File: src/rtl/sample_framer_with_command_parser_unit_assert.svh
// Assertion macros for the framer block.
`ifndef SAMPLE_FRAMER_WITH_COMMAND_PARSER_UNIT_ASSERT_SVH
`define SAMPLE_FRAMER_WITH_COMMAND_PARSER_UNIT_ASSERT_SVH
`ifndef SYNTHESIS
`define SFCP_ASSERT(lbl, clk, rst_n, prop) \
  lbl: assert property (@(posedge clk) disable iff (!rst_n) (prop)) \
    else $error("sfcp assertion failed");
`define SFCP_ASSERT_IMP(lbl, clk, rst_n, ante, cons) \
  lbl: assert property (@(posedge clk) disable iff (!rst_n) (ante) |-> (cons)) \
    else $error("sfcp implication failed");
`else
`define SFCP_ASSERT(lbl, clk, rst_n, prop)
`define SFCP_ASSERT_IMP(lbl, clk, rst_n, ante, cons)
`endif
`endif

File: src/rtl/sfcp_pkg.sv
package sfcp_pkg;

  localparam int unsigned CMD_DEPTH   = 5;
  localparam int unsigned FRAME_BYTES = 4;
  localparam int unsigned QUEUE_DEPTH = 2;

  localparam logic [7:0] FLAG_BYTE = 8'h7E;
  localparam logic [7:0] ESC_BYTE  = 8'h7D;
  localparam logic [7:0] ESC_FLAG  = 8'h5E;
  localparam logic [7:0] ESC_ESC   = 8'h5D;

  localparam logic [7:0] CHAR_I = 8'h49;
  localparam logic [7:0] CHAR_N = 8'h4E;
  localparam logic [7:0] CHAR_P = 8'h50;
  localparam logic [7:0] CHAR_A = 8'h41;
  localparam logic [7:0] CHAR_R = 8'h52;

  typedef enum logic {
    KIND_CMD  = 1'b0,
    KIND_TICK = 1'b1
  } kind_e;

  typedef struct packed {
    logic [9:0] sample_a;
    logic [9:0] sample_b;
  } frame_t;

  // data bytes of a frame, in send order
  function automatic logic [7:0] data_byte(frame_t f, logic [1:0] sel);
    logic [7:0] b;
    unique case (sel)
      2'd0:    b = {6'b0, f.sample_a[9:8]};
      2'd1:    b = f.sample_a[7:0];
      2'd2:    b = {6'b0, f.sample_b[9:8]};
      default: b = f.sample_b[7:0];
    endcase
    return b;
  endfunction

endpackage

File: src/rtl/sfcp_front.sv
module sfcp_front #(
  parameter int unsigned CMD_DEPTH = sfcp_pkg::CMD_DEPTH
) (
  input  logic              clk_i,
  input  logic              rst_ni,
  input  logic              push_i,
  output logic              full_o,
  input  logic              kind_i,
  input  logic [7:0]        rx_byte_i,
  input  logic [9:0]        sample_a_i,
  input  logic [9:0]        sample_b_i,
  input  logic              q_full_i,
  output logic              q_push_o,
  output sfcp_pkg::frame_t  q_word_o
);

  localparam int unsigned IW = $clog2(CMD_DEPTH);

  logic [7:0]    store_q [CMD_DEPTH];
  logic [IW-1:0] idx_q, idx_d;
  logic          send_q, send_d;
  logic          accept;
  logic          is_cmd;
  logic          is_flag;

  assign full_o   = q_full_i;
  assign accept   = push_i && !q_full_i;
  assign is_cmd   = (kind_i == sfcp_pkg::KIND_CMD);
  assign is_flag  = (rx_byte_i == sfcp_pkg::FLAG_BYTE);
  assign q_push_o = accept && !is_cmd && send_q;
  assign q_word_o = '{sample_a: sample_a_i, sample_b: sample_b_i};

  always_comb begin
    idx_d  = idx_q;
    send_d = send_q;
    if (accept && is_cmd) begin
      if (is_flag) begin
        idx_d = '0;
        if (store_q[0] == sfcp_pkg::CHAR_I && store_q[1] == sfcp_pkg::CHAR_N &&
            store_q[2] == sfcp_pkg::CHAR_I) begin
          send_d = 1'b1;
        end
        if (store_q[0] == sfcp_pkg::CHAR_P && store_q[1] == sfcp_pkg::CHAR_A &&
            store_q[2] == sfcp_pkg::CHAR_R) begin
          send_d = 1'b0;
        end
      end else if (idx_q == IW'(CMD_DEPTH - 1)) begin
        idx_d = '0;
      end else begin
        idx_d = idx_q + 1'b1;
      end
    end
  end

  always_ff @(posedge clk_i or negedge rst_ni) begin
    if (!rst_ni) begin
      idx_q  <= '0;
      send_q <= 1'b0;
      for (int i = 0; i < CMD_DEPTH; i++) begin
        store_q[i] <= '0;
      end
    end else begin
      idx_q  <= idx_d;
      send_q <= send_d;
      if (accept && is_cmd && !is_flag) begin
        store_q[idx_q] <= rx_byte_i;
      end
    end
  end

endmodule

File: src/rtl/sfcp_queue.sv
`include "sample_framer_with_command_parser_unit_assert.svh"

module sfcp_queue #(
  parameter int unsigned DEPTH = sfcp_pkg::QUEUE_DEPTH
) (
  input  logic             clk_i,
  input  logic             rst_ni,
  input  logic             push_i,
  input  sfcp_pkg::frame_t word_i,
  output logic             full_o,
  input  logic             pop_i,
  output sfcp_pkg::frame_t word_o,
  output logic             empty_o
);

  localparam int unsigned PW = $clog2(DEPTH);
  localparam int unsigned CW = $clog2(DEPTH + 1);

  sfcp_pkg::frame_t mem_q [DEPTH];
  logic [PW-1:0]    wr_q, rd_q;
  logic [CW-1:0]    cnt_q;
  logic             do_push, do_pop;

  assign full_o  = (cnt_q == CW'(DEPTH));
  assign empty_o = (cnt_q == '0);
  assign do_push = push_i && !full_o;
  assign do_pop  = pop_i && !empty_o;
  assign word_o  = mem_q[rd_q];

  always_ff @(posedge clk_i or negedge rst_ni) begin
    if (!rst_ni) begin
      wr_q  <= '0;
      rd_q  <= '0;
      cnt_q <= '0;
    end else begin
      if (do_push) begin
        wr_q <= (wr_q == PW'(DEPTH - 1)) ? '0 : wr_q + 1'b1;
      end
      if (do_pop) begin
        rd_q <= (rd_q == PW'(DEPTH - 1)) ? '0 : rd_q + 1'b1;
      end
      if (do_push && !do_pop) begin
        cnt_q <= cnt_q + 1'b1;
      end else if (do_pop && !do_push) begin
        cnt_q <= cnt_q - 1'b1;
      end
    end
  end

  always_ff @(posedge clk_i) begin
    if (do_push) begin
      mem_q[wr_q] <= word_i;
    end
  end

  `SFCP_ASSERT(a_cnt_range, clk_i, rst_ni, cnt_q <= CW'(DEPTH))
  `SFCP_ASSERT_IMP(a_no_overflow, clk_i, rst_ni, push_i, !full_o)
  `SFCP_ASSERT_IMP(a_no_underflow, clk_i, rst_ni, pop_i, !empty_o)

endmodule

File: src/rtl/sfcp_back.sv
`include "sample_framer_with_command_parser_unit_assert.svh"

module sfcp_back #(
  parameter int unsigned FRAME_BYTES = sfcp_pkg::FRAME_BYTES
) (
  input  logic             clk_i,
  input  logic             rst_ni,
  input  logic             q_empty_i,
  input  sfcp_pkg::frame_t q_word_i,
  output logic             q_pop_o,
  input  logic             pop_i,
  output logic             empty_o,
  output logic [7:0]       out_byte_o,
  output logic             last_o
);

  localparam int unsigned NB = (FRAME_BYTES > 4) ? 4 : FRAME_BYTES;
  localparam int unsigned PW = $clog2(NB + 1);

  sfcp_pkg::frame_t frame_q, frame_d;
  logic [PW-1:0]    pos_q, pos_d;
  logic             busy_q, busy_d;
  logic             esc_q, esc_d;
  logic             valid_q, valid_d;
  logic [7:0]       byte_q, byte_d;
  logic             last_q, last_d;
  logic             adv;
  logic [7:0]       cur;

  assign adv        = !valid_q || pop_i;
  assign cur        = sfcp_pkg::data_byte(frame_q, pos_q[1:0]);
  assign empty_o    = !valid_q;
  assign out_byte_o = byte_q;
  assign last_o     = last_q;

  always_comb begin
    frame_d = frame_q;
    pos_d   = pos_q;
    busy_d  = busy_q;
    esc_d   = esc_q;
    valid_d = valid_q;
    byte_d  = byte_q;
    last_d  = last_q;
    q_pop_o = 1'b0;
    if (!busy_q) begin
      if (!q_empty_i) begin
        q_pop_o = 1'b1;
        frame_d = q_word_i;
        busy_d  = 1'b1;
        pos_d   = '0;
        esc_d   = 1'b0;
      end
      if (adv) begin
        valid_d = 1'b0;
      end
    end else if (adv) begin
      valid_d = 1'b1;
      last_d  = 1'b0;
      if (pos_q == PW'(NB)) begin
        byte_d = sfcp_pkg::FLAG_BYTE;
        last_d = 1'b1;
        pos_d  = '0;
        if (!q_empty_i) begin
          q_pop_o = 1'b1;
          frame_d = q_word_i;
        end else begin
          busy_d = 1'b0;
        end
      end else if (esc_q) begin
        byte_d = (cur == sfcp_pkg::FLAG_BYTE) ? sfcp_pkg::ESC_FLAG : sfcp_pkg::ESC_ESC;
        esc_d  = 1'b0;
        pos_d  = pos_q + 1'b1;
      end else if (cur == sfcp_pkg::FLAG_BYTE || cur == sfcp_pkg::ESC_BYTE) begin
        byte_d = sfcp_pkg::ESC_BYTE;
        esc_d  = 1'b1;
      end else begin
        byte_d = cur;
        pos_d  = pos_q + 1'b1;
      end
    end
  end

  always_ff @(posedge clk_i or negedge rst_ni) begin
    if (!rst_ni) begin
      busy_q  <= 1'b0;
      esc_q   <= 1'b0;
      pos_q   <= '0;
      valid_q <= 1'b0;
    end else begin
      busy_q  <= busy_d;
      esc_q   <= esc_d;
      pos_q   <= pos_d;
      valid_q <= valid_d;
    end
  end

  always_ff @(posedge clk_i) begin
    frame_q <= frame_d;
    byte_q  <= byte_d;
    last_q  <= last_d;
  end

  `SFCP_ASSERT_IMP(a_last_is_flag, clk_i, rst_ni, valid_q && last_q,
                   byte_q == sfcp_pkg::FLAG_BYTE)
  `SFCP_ASSERT_IMP(a_esc_in_frame, clk_i, rst_ni, esc_q, busy_q && pos_q < PW'(NB))
  `SFCP_ASSERT(a_pos_range, clk_i, rst_ni, pos_q <= PW'(NB))

endmodule

File: src/rtl/sample_framer_with_command_parser_unit.sv
// Command parser and sample framer. A command word (kind 0) gives no output; a flag
// byte checks the first three stored bytes for INI (sending on) or PAR (sending off). A
// sample tick (kind 1) with sending on is queued as a frame, and the serialiser sends its
// stuffed data bytes and a closing flag marked last, one byte per cycle while pop is held,
// through its output register: up to 2*min(FRAME_BYTES,4)+1 bytes a frame, nine at most.
// Frames follow each other without a gap; a frame reaching an idle serialiser is first
// loaded into its frame register. Input words are taken every cycle until the two-entry
// frame queue is full, and full stays high while it is.
module sample_framer_with_command_parser_unit #(
  parameter int unsigned CMD_DEPTH   = sfcp_pkg::CMD_DEPTH,
  parameter int unsigned FRAME_BYTES = sfcp_pkg::FRAME_BYTES,
  parameter int unsigned QUEUE_DEPTH = sfcp_pkg::QUEUE_DEPTH
) (
  input  logic       clk_i,
  input  logic       rst_ni,
  input  logic       push,
  output logic       full,
  input  logic       kind_i,
  input  logic [7:0] rx_byte_i,
  input  logic [9:0] sample_a_i,
  input  logic [9:0] sample_b_i,
  output logic       empty,
  input  logic       pop,
  output logic [7:0] out_byte_o,
  output logic       last_o
);

  sfcp_pkg::frame_t push_word, head_word;
  logic             q_push, q_full, q_pop, q_empty;

  sfcp_front #(
    .CMD_DEPTH (CMD_DEPTH)
  ) u_front (
    .clk_i      (clk_i),
    .rst_ni     (rst_ni),
    .push_i     (push),
    .full_o     (full),
    .kind_i     (kind_i),
    .rx_byte_i  (rx_byte_i),
    .sample_a_i (sample_a_i),
    .sample_b_i (sample_b_i),
    .q_full_i   (q_full),
    .q_push_o   (q_push),
    .q_word_o   (push_word)
  );

  sfcp_queue #(
    .DEPTH (QUEUE_DEPTH)
  ) u_queue (
    .clk_i   (clk_i),
    .rst_ni  (rst_ni),
    .push_i  (q_push),
    .word_i  (push_word),
    .full_o  (q_full),
    .pop_i   (q_pop),
    .word_o  (head_word),
    .empty_o (q_empty)
  );

  sfcp_back #(
    .FRAME_BYTES (FRAME_BYTES)
  ) u_back (
    .clk_i      (clk_i),
    .rst_ni     (rst_ni),
    .q_empty_i  (q_empty),
    .q_word_i   (head_word),
    .q_pop_o    (q_pop),
    .pop_i      (pop),
    .empty_o    (empty),
    .out_byte_o (out_byte_o),
    .last_o     (last_o)
  );

endmodule

File: config.mk
export PLATFORM = sky130hd
export DESIGN_NAME = sample_framer_with_command_parser_unit
export DESIGN_NICKNAME = d
export VERILOG_FILES = /design/src/rtl/sfcp_pkg.sv /design/src/rtl/sfcp_front.sv /design/src/rtl/sfcp_queue.sv /design/src/rtl/sfcp_back.sv /design/src/rtl/sample_framer_with_command_parser_unit.sv
export VERILOG_INCLUDE_DIRS = /design/src /design/src/rtl
export SDC_FILE = /design/constraint.sdc
export NUM_CORES = 1
export LEC_CHECK = 0
export BUFFER_PORTS_ARGS = -buffer_cell sky130_fd_sc_hd__buf_2
export CAP_MARGIN = 10
export CORE_MARGIN = 5
export CORE_UTILIZATION = 45
export DETAILED_ROUTE_END_ITERATION = 10
export PLACE_DENSITY = 0.74
export SETUP_SLACK_MARGIN = 0.2
export SKIP_CTS_REPAIR_TIMING = 1
export SLEW_MARGIN = 20
export SYNTH_ARGS = -nofsm -noshare
export SYNTH_HDL_FRONTEND = slang
export SYNTH_HIERARCHICAL = 1
export SYNTH_SLANG_ARGS = --single-unit
File: constraint.sdc
create_clock -name clk_i -period 6.1 [get_ports clk_i]
set_input_delay 0.305 -clock clk_i [delete_from_list [all_inputs] [get_ports clk_i]]
set_output_delay 0.305 -clock clk_i [all_outputs]
set_load 0.02 [all_outputs]
After elaboration in Yosys (flattened, before gate mapping):

Memory sizes are Yosys's and may differ from the RTL's.
Index checks and enable logic that the tools add are counted.

* bits in registers: 83
* bits in writable memories: 40
* bits of input ports: 33
* output and inout bits: 11
* word-level logic and storage cells: 123
* memories: 1

* $add $sub $neg: 6
* order comparisons: 2
* equality and inequality tests: 19
* mux-type cells: 44
* bitwise operators: 2
* reductions and logical operators: 31

Memories
* u_queue.mem_q: depth 2, width 20, read ports 1, clocked after memory_dff 0, write ports 1, line sfcp_queue.sv:19 `sfcp_pkg::frame_t mem_q [DEPTH];`

Operators by type and width (number)
* two-way mux 20 bit: 4
* equality test 8 x 7 -> 1 bit, second input constant: 9
* bitwise mux 40 bit: 1
* demux 8 bit (select 3 bit): 1
* two-way mux 3 bit: 8
* two-way mux 8 bit: 3
* case mux 8 bit (3 select lines): 1
* two-way mux 1 bit: 23
* logical AND 1 bit: 14
* AND reduction 3 bit: 3
* != test 2 bit, second input constant: 4
* adder 3 x 1 -> 3 bit, second input constant: 2
* equality test 3 bit, second input constant: 2
* zero test 1 bit: 6
* two-way mux 2 bit: 3
* equality test 2 bit, second input constant: 2
* greater-or-equal comparator 4 bit, second input constant: 1
* zero test 2 bit: 2
* < comparator 4 x 1 -> 1 bit, second input constant: 1
* != test 4 bit, second input constant: 1
* NOT 3 -> 4 bit: 1
* AND reduction 2 bit: 2
* nonzero test 2 bit: 2
* adder 1 bit, second input constant: 2
* 5 further kinds: 6

Depth between registers and ports, before layout:

Gate-level depths: netlist (run 1).

* depth in word-level cells: 10
* depth in mapped cells: 11
* mapped depth without buffers: 11

Cells and area by module:

The synthesis (run 1) kept the hierarchy.

Modules (own cells, without submodules)
* sfcp_queue: times used 1, cells each 81, area an instance 1637.8 sq um, sequential area each 1301.2 sq um
* sfcp_back: times used 1, cells each 111, area an instance 1517.7 sq um, sequential area each 1021.0 sq um
* sfcp_front: times used 1, cells each 113, area an instance 1465.2 sq um, sequential area each 700.7 sq um

Worst setup path after synthesis (run 1):

Ideal clock, no wire load.

* path type: reg-to-reg
* from: reg u_back.pos_q[0]
* to: reg u_back/frame_q[0] (netlist bit) (enable)
* setup time: 0.404 ns
* data arrival time: 2.037 ns
* setup slack: 3.659 ns
* cell stages (with the launch flop): 7
* path buffers: 0
* clock period less this slack: 2.441 ns
* cells stage by stage: dfrtp_1 inv_1 ha_1 nand2_1 inv_1 nand2_1 a21oi_1

* cells in the longest elaborated chain, start to end: 3

RTL lines
* start, declared: line sfcp_back.sv:21 `logic [PW-1:0] pos_q, pos_d;`
* start signal, assigned: line sfcp_back.sv:92 `pos_q <= pos_d;`
* equality test 3 bit: line sfcp_back.sv:59 `if (pos_q == PW'(NB)) begin`
* != test 2 bit (no line)
* AND reduction 2 bit (no line)
* end signal, assigned: line sfcp_back.sv:98 `frame_q <= frame_d;`
* end, declared: line sfcp_back.sv:20 `sfcp_pkg::frame_t frame_q, frame_d;`

No other way between the ends.
A chain may end at the register's enable or synchronous reset.

Worst setup path after layout (run 1):

* from: reg u_back.pos_q[0]
* to: reg u_back.esc_q

* cells in the longest elaborated chain, start to end: 9
* elaborated cells on any way between the ends: 15
* classes of those cells: 6 x eq/ne; 6 x mux; 3 x reduce/logical

RTL lines
* equality test 2 bit, or another cell as far along: line sfcp_pkg.sv:31 `unique case (sel)`
* case mux 8 bit (3 select lines): line sfcp_pkg.sv:31
* equality test 8 x 7 -> 1 bit: line sfcp_back.sv:73 `end else if (cur == sfcp_pkg::FLAG_BYTE || cur == sfcp_pkg::ESC_BYTE) begin`
* logical OR 1 bit: line sfcp_back.sv:73
* two-way mux 1 bit: line sfcp_back.sv:73
* two-way mux 1 bit: line sfcp_back.sv:69 `end else if (esc_q) begin`
* two-way mux 1 bit: line sfcp_back.sv:59
* two-way mux 1 bit: line sfcp_back.sv:56 `end else if (adv) begin`
* two-way mux 1 bit: line sfcp_back.sv:45 `if (!busy_q) begin`
* end signal, assigned: line sfcp_back.sv:91 `esc_q <= esc_d;`
* end, declared: line sfcp_back.sv:23 `logic esc_q, esc_d;`

Parallel ways exist; a longest one is shown, timed or not. The select of a mux whose other input is x is not followed.

==> metrics.md, run 1 <==
| Metric | Value |
|---|---|
| Outcome | `finished clean` |
| Via count | `2452` |
| Synth top area cells | `edfxtp_1 (45%), dfrtp_1 (21%), mux2_1 (4.6%)` |
| Switching Power | `between 600 and 700 uW` |
| Overflow left after global routing | `0` |
| Post-synthesis sequential area ratio | `~65%` |
| IO Pins | `44` |
| Worst EP arrival | `~2800 ps` |
| Tcrit/Tclk final | `between 40% and 50%` |
| First-pass GRT wire length | `~13 mm` |
| Post-route cell area | `roughly 5000 sq um` |
| Final WL | `7.53 mm` |
| Static Leak | `a little under 0.002 uW` |
| CTS tree | `yes` |
| Vias in the first global route | `2585` |
| Final setup fails | `0` |
| Measured slew at the worst slew-check pin | `~1000 ps` |
| Net Count, Synth | `approximately 350` |
| Area delta synth->final | `9.10%` |
| Area after DPL | `approximately 4800 sq um` |
| PwrDens | `374 nW/um^2` |
| CP max stage delay | `~470 ps` |
| Number of max-cap violations | `0` |
| Hold WC Path Type | `in -> async` |
| Starting Density | `between 40 and 50%` |
| Peak VDD IR | `about 0.00014 V` |
| Clk Latency, worst-skew pair | `380 ps` |
| Htree depth | `3` |
| Cell family with most CP delay | `simple AND/OR/NAND/NOR gates` |
| Worst path slowest cell | `dfrtp_1` |
| Iteration-0 DRC Markers | `approximately 130` |
| Clock Sinks | `107` |
| RSZ-0062 raised after global routing | `no` |
| Router iterations before antenna repair | `4` |
| Mapped Cells | `305` |
| Multi-input gate area | `approximately 1400 sq um` |
| Clock Power Share | `a little under a quarter` |
| Die W | `111 um` |
| CP Class | `reg -> reg` |
| P_int | `between 1000 and 1500 uW` |
| Minimum clock period | `around 2500 ps` |
| CP Launch Type | `flop` |
| YS warnings | `6` |
| Diode count | `0` |
| CP Cell Sequence | `ha_1 -> and2b_1 -> a22oi_1 -> a2111oi_4 -> nand2_2 -> or3_1 -> a31oi_1` |
| Most frequent cells in the layout | `edfxtp_1 (69), buf_2 (43), dfrtp_1 (38)` |
| Cts bufs inserted | `9` |
| Vias per inst | `5.17` |
| Clk root buf | `clkbuf_8` |
| Critical path fanouts, max | `14` |
| Combinational share of power | `23.9%` |
| Sequential Area | `roughly 3000 sq um` |
| Drt drc | `0` |
| Synth top area share | `between 40 and 50%` |
| Input/output buffers | `between 40 and 50` |
| Seq pwr share | `a little over half` |
| Clk slew on worst S/H paths | `approximately 120 ps` |
| Total GRT Usage | `roughly an eighth` |
| Most used DFF post-synth | `edfxtp_1` |
| Clock tree buffer depth | `2` |
| Commonest non-fill, non-tap cell in the layout | `edfxtp_1` |
| Synthesized area | `between 4000 and 5000 sq um` |
| Synth async-reset ratio | `between 30% and 40%` |
| RePlAce Congestion | `just under 0.8` |
| Final Max Slew Viols | `0` |
| Avg WL per Cell | `between 15 and 20 um` |
| Distinct cells, synth | `57` |
| # fillers | `870` |
| Die height | `between 100 and 150 um` |
| Sw Share | `a little under a third` |
| Buf/Inv on CP | `0` |
| Rows | `37` |
| Layout Nets | `between 300 and 400` |
| Core Region | `around 10000 sq um` |
| Initial antenna violation count | `0` |
| Flops & latches, synth | `about 110` |
| Largest net degree at the start of global routing | `39` |
| EDFF count, synth | `a little under 70` |
| Dominant cell type by area after synthesis | `edfxtp_1` |
| Critical Path End Type | `flop` |
| Final Hold Viols | `0` |
| Slew Limit Headroom | `34.4%` |
| Final setup TNS | `0 ps` |
| Clock Skew | `around 14 ps` |
| Share of layout cells above drive strength 1 | `between 20% and 30%` |
| Detail Placement HPWL | `between 5 and 6 mm` |
| CP Data Required Time | `6410 ps` |
| Synthesized area per cell | `about 15 sq um` |
| Final ANT Viol Nets | `0` |
| Max frequency | `between 400 and 500 MHz` |
| Die area | `approximately 12000 sq um` |
flip-flops by register name, summed over array words and instances, names as in the netlist:
register / count
u_back/busy_q: 1
u_back/last_o: 1
u_front/idx_q: 3
u_front/store_q: 24
u_queue/cnt_q: 2
u_back/valid_q: 1
u_queue/mem_q: 40
u_front/send_q: 1
u_back/frame_q: 20
u_back/out_byte_o: 8
u_back/pos_q: 3
u_queue/wr_q: 1
u_queue/rd_q: 1
u_back/esc_q: 1
power groups by stage:
| stage | logic (uW) | clock network (uW) | registers, uW |
|---|---|---|---|
| 2_1_floorplan | 349 | 0 | 997 |
| 3_3_place_gp | 426 | 0 | 1000 |
| 3_5_place_dp | 448 | 0 | 1010 |
| 4_1_cts | 451 | 454 | 994 |
| 5_1_grt | 498 | 481 | 1010 |
| 6_report | 451 | 440 | 997 |
final timing paths:
check                                      from             endpoint  slack, ps  depth (start not counted)
worst max-delay path            u_back/pos_q[0]         u_back/esc_q       3600                          7
worst min-delay path                     rst_ni  u_front/store_q[33]         20                          1
worst max register to register  u_back/pos_q[0]         u_back/esc_q       3600                          7
worst min register to register     u_queue/wr_q         u_queue/wr_q        510                          1
max in group asynchronous                rst_ni     u_queue/cnt_q[0]       5550                          1
min in group clk_i                sample_b_i[7]  u_queue/mem_q[0][7]        100                          1
synth_stat cells (2+ instances only):
library cell and instances:
ha_1 8, xor2_1 4, and3_1 2, nor3_1 2
buf_4 23, nand2_1 20, mux2_2 17, nand2b_1 4
nand3_1 5, clkbuf_1 2, o211ai_1 2, a22oi_1 2
mux2_4 8, xnor2_1 4, o21ai_0 3, a21oi_1 6
nand4_1 2, or3_1 3, nor3_2 2, o21a_1 2
dfrtp_1 38, nand4b_1 3, nor4b_1 2, inv_1 13
edfxtp_1 69, nor2_1 9, o22ai_1 2, mux2_1 19
metal layers:
layer | share of wire, % | global-route usage [%] | wire length (um) | vias to the layer above
met5 | 0 | 0 | 0 | -
met4 | 1.1 | 4.79 | 82 | 0
met3 | 4.2 | 2.72 | 320 | 8
met2 | 48 | 20.9 | 3640 | 59
met1 | 46 | 16.8 | 3490 | 1219
li1 | - | - | - | 1166
per-stage QoR:
step / power, uW / setup WS, ps / std cells / hold slack (ps) / util (%)
final: 1890 / 3600 / 474 / 18.9 / 49.5
after global routing: 1990 / 3490 / 474 / 77.6 / 49.5
after CTS: 1900 / 3660 / 474 / 31.1 / 49.4
after detailed placement: 1460 / 3650 / 458 / 449 / 47.3
after global placement: 1430 / 3770 / 458 / 443 / 47.3
after floorplan: 1350 / 3660 / 305 / 9.41 / -
worst register-to-register path, cell delays in order, from the launching register on:
cell and delay [ps]:
dfrtp_1 470, ha_1 410, and2b_1 330, a22oi_1 140, a2111oi_4 450, nand2_2 130
or3_1 360, a31oi_1 160
cells by family after synthesis:
kind of cell    synth area share, %
compound gates                 5.82
fa+ha+maj                      2.17
simple gates                   8.12
buf+inv                        5.36
xor+xnor                       1.52
flops                          65.4
mux                            11.6
layout make-up:
| class | count | share of cell area (%) |
|---|---|---|
| Clock buffer | 9 | 2.46 |
| Clock inverter | 7 | 1.81 |
| Inverter | 13 | 0.968 |
| Multi-Input combinational cell | 158 | 27.0 |
| Sequential cell | 107 | 60.0 |
| Tap cell | 136 | 3.38 |
| Timing Repair Buffer | 44 | 4.42 |
(Power assumes the default switching activity.)
==> run 2: changes to the inputs <==
--- a/config.mk
+++ b/config.mk
@@ -11,7 +11,7 @@
 export CORE_MARGIN = 5
 export CORE_UTILIZATION = 45
 export DETAILED_ROUTE_END_ITERATION = 10
-export PLACE_DENSITY = 0.74
+export PLACE_DENSITY = 0.77
 export SETUP_SLACK_MARGIN = 0.2
 export SKIP_CTS_REPAIR_TIMING = 1
 export SLEW_MARGIN = 20
==> constraint.sdc (replaced) <==
create_clock -name clk_i -period 2.25 [get_ports clk_i]
set_input_delay 0.1125 -clock clk_i [delete_from_list [all_inputs] [get_ports clk_i]]
set_output_delay 0.1125 -clock clk_i [all_outputs]
set_load 0.02 [all_outputs]
==> run 2 against run 1 <==
Compared with the run above:
- the flow now finishes with violations (setup timing)
- critical path depth grew 1
- die area unchanged
- global-route usage grew 0.20 points
- combinational power grew to 3.3 times the previous value
- highest routed layer unchanged
- final area increased by 9.4%
- clock-buffer cell count unchanged
==> metrics.md, run 2 (synthesis results as in run 1) <==
| Metric | Value |
|---|---|
| Outcome | `finished with violations` |
| Violated checks | `setup timing` |
| Detail Placement HPWL | `about 5.2 mm` |
| PwrDens | `between 1000 and 1500 nW/um^2` |
| Static Leak | `between 0.002 and 0.0025 uW` |
| Cts bufs inserted | `9` |
| Largest registers | `u_queue/mem_q x40, u_front/store_q x24, u_back/frame_q x20` |
| Starting Density | `between 40% and 50%` |
| Die height | `approximately 110 um` |
| Worst path slowest cell | `dfrtp_1` |
| Final ANT Viol Nets | `0` |
| Clk slew on worst S/H paths | `110 ps` |
| Core Region | `a little over 10000 sq um` |
| Measured slew at the worst slew-check pin | `between 800 and 900 ps` |
| Via count | `between 2k and 3k` |
| Clock tree buffer depth | `2` |
| CP Capture Point | `u_back/pos_q[0]` |
| Tcrit/Tclk final | `103%` |
| Most frequent cells in the layout | `edfxtp_1 (69), buf_2 (43), dfrtp_1 (36)` |
| Final setup fails | `1` |
| Input/output buffers | `43` |
| Hold depth | `2` |
| Htree depth | `3` |
| Commonest non-fill, non-tap cell in the layout | `edfxtp_1` |
| Largest net degree at the start of global routing | `39` |
| IO Pins | `44` |
| Max frequency | `about 430 MHz` |
| Clk root buf | `clkbuf_8` |
| Clk Latency, worst-skew pair | `~370 ps` |
| CP Class | `reg -> reg` |
| CP Cell Sequence | `buf_4 -> ha_1 -> a222oi_1 -> a21oi_2 -> xnor2_2 -> a31o_2 -> or3_1 -> nand3_1` |
| First-pass GRT wire length | `between 10 and 15 mm` |
| CP max stage delay | `approximately 440 ps` |
| Drt drc | `0` |
| CP Launch Type | `flop` |
| Tot Pwr | `roughly 5500 uW` |
| Initial antenna violation count | `0` |
| Buf/Inv on CP | `1` |
| Area delta synth->final | `19.3%` |
| Pre-CTS setup slack | `-68.3 ps` |
| Critical path launch point | `u_back/pos_q[1]` |
| Router iterations before antenna repair | `5` |
| Fin Hold WS | `around 17 ps` |
| CTS tree | `yes` |
| Iteration-0 DRC Markers | `about 150` |
| Vias in the first global route | `around 2.6k` |
| Worst EP arrival | `2600 ps` |
| Diode count | `0` |
| Final WL | `7.97 mm` |
| CP Data Required Time | `2540 ps` |
| Hold WC Path Type | `in -> reg` |
| Die W | `between 100 and 150 um` |
| Worst r2r path cells | `8` |
| Critical path fanouts, max | `7` |
| Number of flip-flops in the largest register | `40` |
| Rows | `37` |
| Total GRT Usage | `13.0%` |
| Reg2reg end | `u_back/pos_q[0]` |
| Vias per inst | `5.07` |
| Slew Limit Headroom | `a little over two fifths` |
| Number of max-cap violations | `0` |
| Cell family with most CP delay | `compound AO/OA/AOI/OAI gates` |
| Clock Skew | `roughly 22 ps` |
| Final Max Slew Viols | `0` |
| Final std cells w/o fill | `slightly above 500` |
| RePlAce Congestion | `roughly 0.86` |
| Worst reg2reg setup slack | `-60 ps` |
| Avg WL per Cell | `approximately 15 um` |
| Critical Path End Type | `flop` |
| Overflow left after global routing | `0` |
| Worst setup margin | `-60.1 ps` |
| Reg with most FFs | `u_queue/mem_q` |
| Clock Sinks | `approximately 110` |
| Share of layout cells above drive strength 1 | `between 30% and 40%` |
| Reg2reg start | `u_back/pos_q[1]` |
| Layout Nets | `~420` |
| Peak VDD IR | `0.000432 V` |
| RSZ-0062 raised after global routing | `yes` |
| Final Hold Viols | `0` |
| Minimum clock period | `around 2300 ps` |
| Die area | `12400 sq um` |
| Stages on worst setup path | `8` |
| Placed cell count | `around 470` |
| Final setup TNS | `-60.1 ps` |
## run 2: cell types whose count changed in the layout (fill, tap and decap cells not counted), sizes merged
cell,delta
inv,+1
bufinv,+2
dlygate4sd3,+21
buf,+20
clkinv,-3
## run 2: cell type report
cell class,instances,area (sq um)
fill,800,4670
sequential,107,3030
multi-input combinational,158,1430
timing repair buffer,85,599
tap,136,170
clock buffer,9,124
clock inverter,7,116
inverter,13,48.8
## run 2: how the worst min path moves through the flow
stage | startpoint | end
final | rx_byte_i[0] | u_front/store_q[32]
after global routing | rx_byte_i[5] | u_front/store_q[37]
after CTS | rst_ni | u_front/store_q[35]
after detailed placement | rst_ni | u_front/store_q[26]
after global placement | rst_ni | u_front/store_q[26]
after floorplan | rst_ni | u_back/busy_q
## run 2: report_power, final
group          switching (uW)  total (uW)  internal, uW
registers                 258        2720          2460
logic                     724        1490           764
clock network             666        1320           657
total                    1650        5530          3880
## run 2: worst register-to-register path, stage by stage (launching register included)
cell and delay [ps]:
dfrtp_1 440, buf_4 160, ha_1 190, a222oi_1 410, a21oi_2 130, xnor2_2 170, a31o_2 310, or3_1 330
nand3_1 90
## run 2: per-layer routing
metal	GRT usage (%)	share of wire, %
met1	17.6	44
met2	20.9	50
met5	0	0
met4	4.38	1.5
met3	2.83	3.8
## run 2: through the flow
stage / area [sq um] / util (%)
detailed placement: 4910 / 48.2
floorplan: 4630 / -
CTS: 5150 / 50.6
finish: 5510 / 54.1
global placement: 4910 / 48.2
global route: 5510 / 54.1
==> run 3: changes to the inputs <==
--- a/config.mk
+++ b/config.mk
@@ -6,13 +6,12 @@
 export SDC_FILE = /design/constraint.sdc
 export NUM_CORES = 1
 export LEC_CHECK = 0
-export BUFFER_PORTS_ARGS = -buffer_cell sky130_fd_sc_hd__buf_2
+export BUFFER_PORTS_ARGS = -buffer_cell sky130_fd_sc_hd__buf_4
 export CAP_MARGIN = 10
 export CORE_MARGIN = 5
 export CORE_UTILIZATION = 45
 export DETAILED_ROUTE_END_ITERATION = 10
 export PLACE_DENSITY = 0.77
-export SETUP_SLACK_MARGIN = 0.2
 export SKIP_CTS_REPAIR_TIMING = 1
 export SLEW_MARGIN = 20
 export SYNTH_ARGS = -nofsm -noshare
==> run 3 against run 2 <==
Compared with the run above:
- the flow still finishes with violations (setup timing)
- die area did not move
- setup slack hardly changed
- final cell count increased by 0.97%
- hold slack improved by 83 ps
- sequential power about the same
- clock power is essentially flat
- clock skew is 5.1 ps lower
- first-iteration DRC count is 27% lower
- combinational power barely moved
- largest power group unchanged
==> metrics.md, run 3 (synthesis results as in run 1) <==
| Metric | Value |
|---|---|
| Outcome | `finished with violations` |
| Violated checks | `setup timing` |
| Slew Limit Headroom | `roughly 67%` |
| Largest registers | `u_queue/mem_q x40, u_front/store_q x24, u_back/frame_q x20` |
| Clock Power Share | `between 20% and 30%` |
| Final setup TNS | `-60.4 ps` |
| Seq pwr share | `49.2%` |
| Largest net degree at the start of global routing | `39` |
| Final ANT Viol Nets | `0` |
| Clock tree buffer depth | `2` |
| Hold WC Path Type | `in -> reg` |
| Clk slew on worst S/H paths | `110 ps` |
| Sw Share | `around 30%` |
| Reg2reg start | `u_back/pos_q[1]` |
| Static Leak | `approximately 0.0022 uW` |
| Reg2reg end | `u_back/esc_q` |
| Final setup fails | `1` |
| Vias per inst | `5.04` |
| Detail Placement HPWL | `approximately 5.3 mm` |
| Worst path slowest cell | `dfrtp_2` |
| CP Cell Sequence | `inv_2 -> ha_4 -> nand2_2 -> o32a_1 -> a2111oi_4 -> nand2_2 -> or3_1 -> a31oi_1` |
| Avg WL per Cell | `15.7 um` |
| Die area | `about 12000 sq um` |
| Final WL | `a little over 8 mm` |
| Area delta synth->final | `21.7%` |
| Tcrit/Tclk final | `103%` |
| Buf/Inv on CP | `1` |
| CP max stage delay | `460 ps` |
| Htree depth | `3` |
| Peak VDD IR | `roughly 0.00043 V` |
| IO Pins | `44` |
| Worst hold start | `pop` |
| Critical Path End Type | `flop` |
| CP Class | `reg -> reg` |
| Sequential Area | `~3000 sq um` |
| Router iterations before antenna repair | `4` |
| Overflow left after global routing | `0` |
| CP Data Required Time | `2530 ps` |
| Number of flip-flops in the largest register | `40` |
| CTS tree | `yes` |
| Most frequent cells in the layout | `edfxtp_1 (69), buf_4 (61), dfrtp_1 (36)` |
| Most used cell, CP | `nand2_2` |
| Clk root buf | `clkbuf_8` |
| Hold depth | `3` |
| Diode count | `0` |
| Drt drc | `0` |
| Clock Skew | `16.5 ps` |
| Vias in the first global route | `around 2.6k` |
| Multi-input gate area | `around 1400 sq um` |
| Clock Sinks | `between 100 and 150` |
| Iteration-0 DRC Markers | `110` |
| Pre-CTS setup slack | `-44.6 ps` |
| Switching Power | `~1600 uW` |
| P_int | `between 3000 and 4000 uW` |
| Worst EP arrival | `~2600 ps` |
| RePlAce Congestion | `just over 0.8` |
| Worst hold endpoint | `u_back/valid_q` |
| Layout Nets | `420` |
| Reg with most FFs | `u_queue/mem_q` |
| Number of max-cap violations | `0` |
| Post-route cell area | `~5600 sq um` |
| # fillers | `about 790` |
| Die W | `111 um` |
| RSZ-0062 raised after global routing | `yes` |
| Input/output buffers | `43` |
| Worst setup margin | `-60.4 ps` |
| Fin Hold WS | `between 90 and 100 ps` |
| Cts bufs inserted | `9` |
| Total GRT Usage | `13.3%` |
| Worst reg2reg setup slack | `-60 ps` |
| Final Hold Viols | `0` |
| Minimum clock period | `2310 ps` |
| First-pass GRT wire length | `between 10 and 15 mm` |
| Rows | `37` |
| Core Region | `roughly 10000 sq um` |
| Final Max Slew Viols | `0` |
| CP Launch Type | `flop` |
| Initial antenna violation count | `0` |
| Area after DPL | `about 5000 sq um` |
| Max frequency | `about 430 MHz` |
| Critical path fanouts, max | `6` |
| Clk Latency, worst-skew pair | `380 ps` |
| Starting Density | `approximately 45%` |
| Die height | `111 um` |
| Worst r2r path cells | `8` |
| PwrDens | `983 nW/um^2` |
| Commonest non-fill, non-tap cell in the layout | `edfxtp_1` |
| Combinational share of power | `26.6%` |
| Utilization after layout | `55.2%` |
| Cell family with most CP delay | `compound AO/OA/AOI/OAI gates` |
| Measured slew at the worst slew-check pin | `approximately 490 ps` |
| Via count | `2619` |
| Share of layout cells above drive strength 1 | `33.3%` |
run 3: how the worst max path moves through the flow:
stage	startpoint	to	slack, ps	cells after the start
6_report	u_back/pos_q[1]	u_back/esc_q	-60	8
5_1_grt	u_back/pos_q[1]	u_back/esc_q	-170	8
4_1_cts	u_back/pos_q[1]	u_back/esc_q	-70	8
3_5_place_dp	u_back/pos_q[1]	u_back/esc_q	-40	8
3_3_place_gp	u_back/pos_q[1]	u_back/esc_q	110	7
2_1_floorplan	u_queue/cnt_q[0]	u_queue/mem_q[0][0]	20	5
run 3: final cells by class:
class / count / area share, %
multi-input cells: 158 / 24.8
well taps: 136 / 3.03
clock buffers: 10 / 2.27
repair buffers: 90 / 13.3
clock inverters: 6 / 1.91
flip-flops and latches: 107 / 53.8
inverters: 13 / 0.868
run 3: per-layer routing:
metal  GRT usage, %  share of wire [%]
met5              0                  0
met4           5.03                1.7
met3           3.75                3.9
met2           21.3                 49
met1           17.3                 45
run 3: tightest hold or removal path: cells and delay by family:
family                 cells  cell delay (ps)
AND/OR/NAND/NOR            2              260
buffers and inverters      1               70
run 3: power groups by stage:
stage / registers [uW] / logic, uW / clock network (uW)
6_report: 2720 / 1470 / 1340
5_1_grt: 2760 / 1620 / 1450
4_1_cts: 2700 / 1300 / 1380
3_5_place_dp: 2740 / 1290 / 0
3_3_place_gp: 2710 / 1220 / 0
2_1_floorplan: 2700 / 948 / 0
run 3: metrics by stage:
stage	power, uW	instances
2_1_floorplan	3650	305
3_3_place_gp	3930	470
3_5_place_dp	4020	470
4_1_cts	5370	486
5_1_grt	5820	520
6_report	5530	520
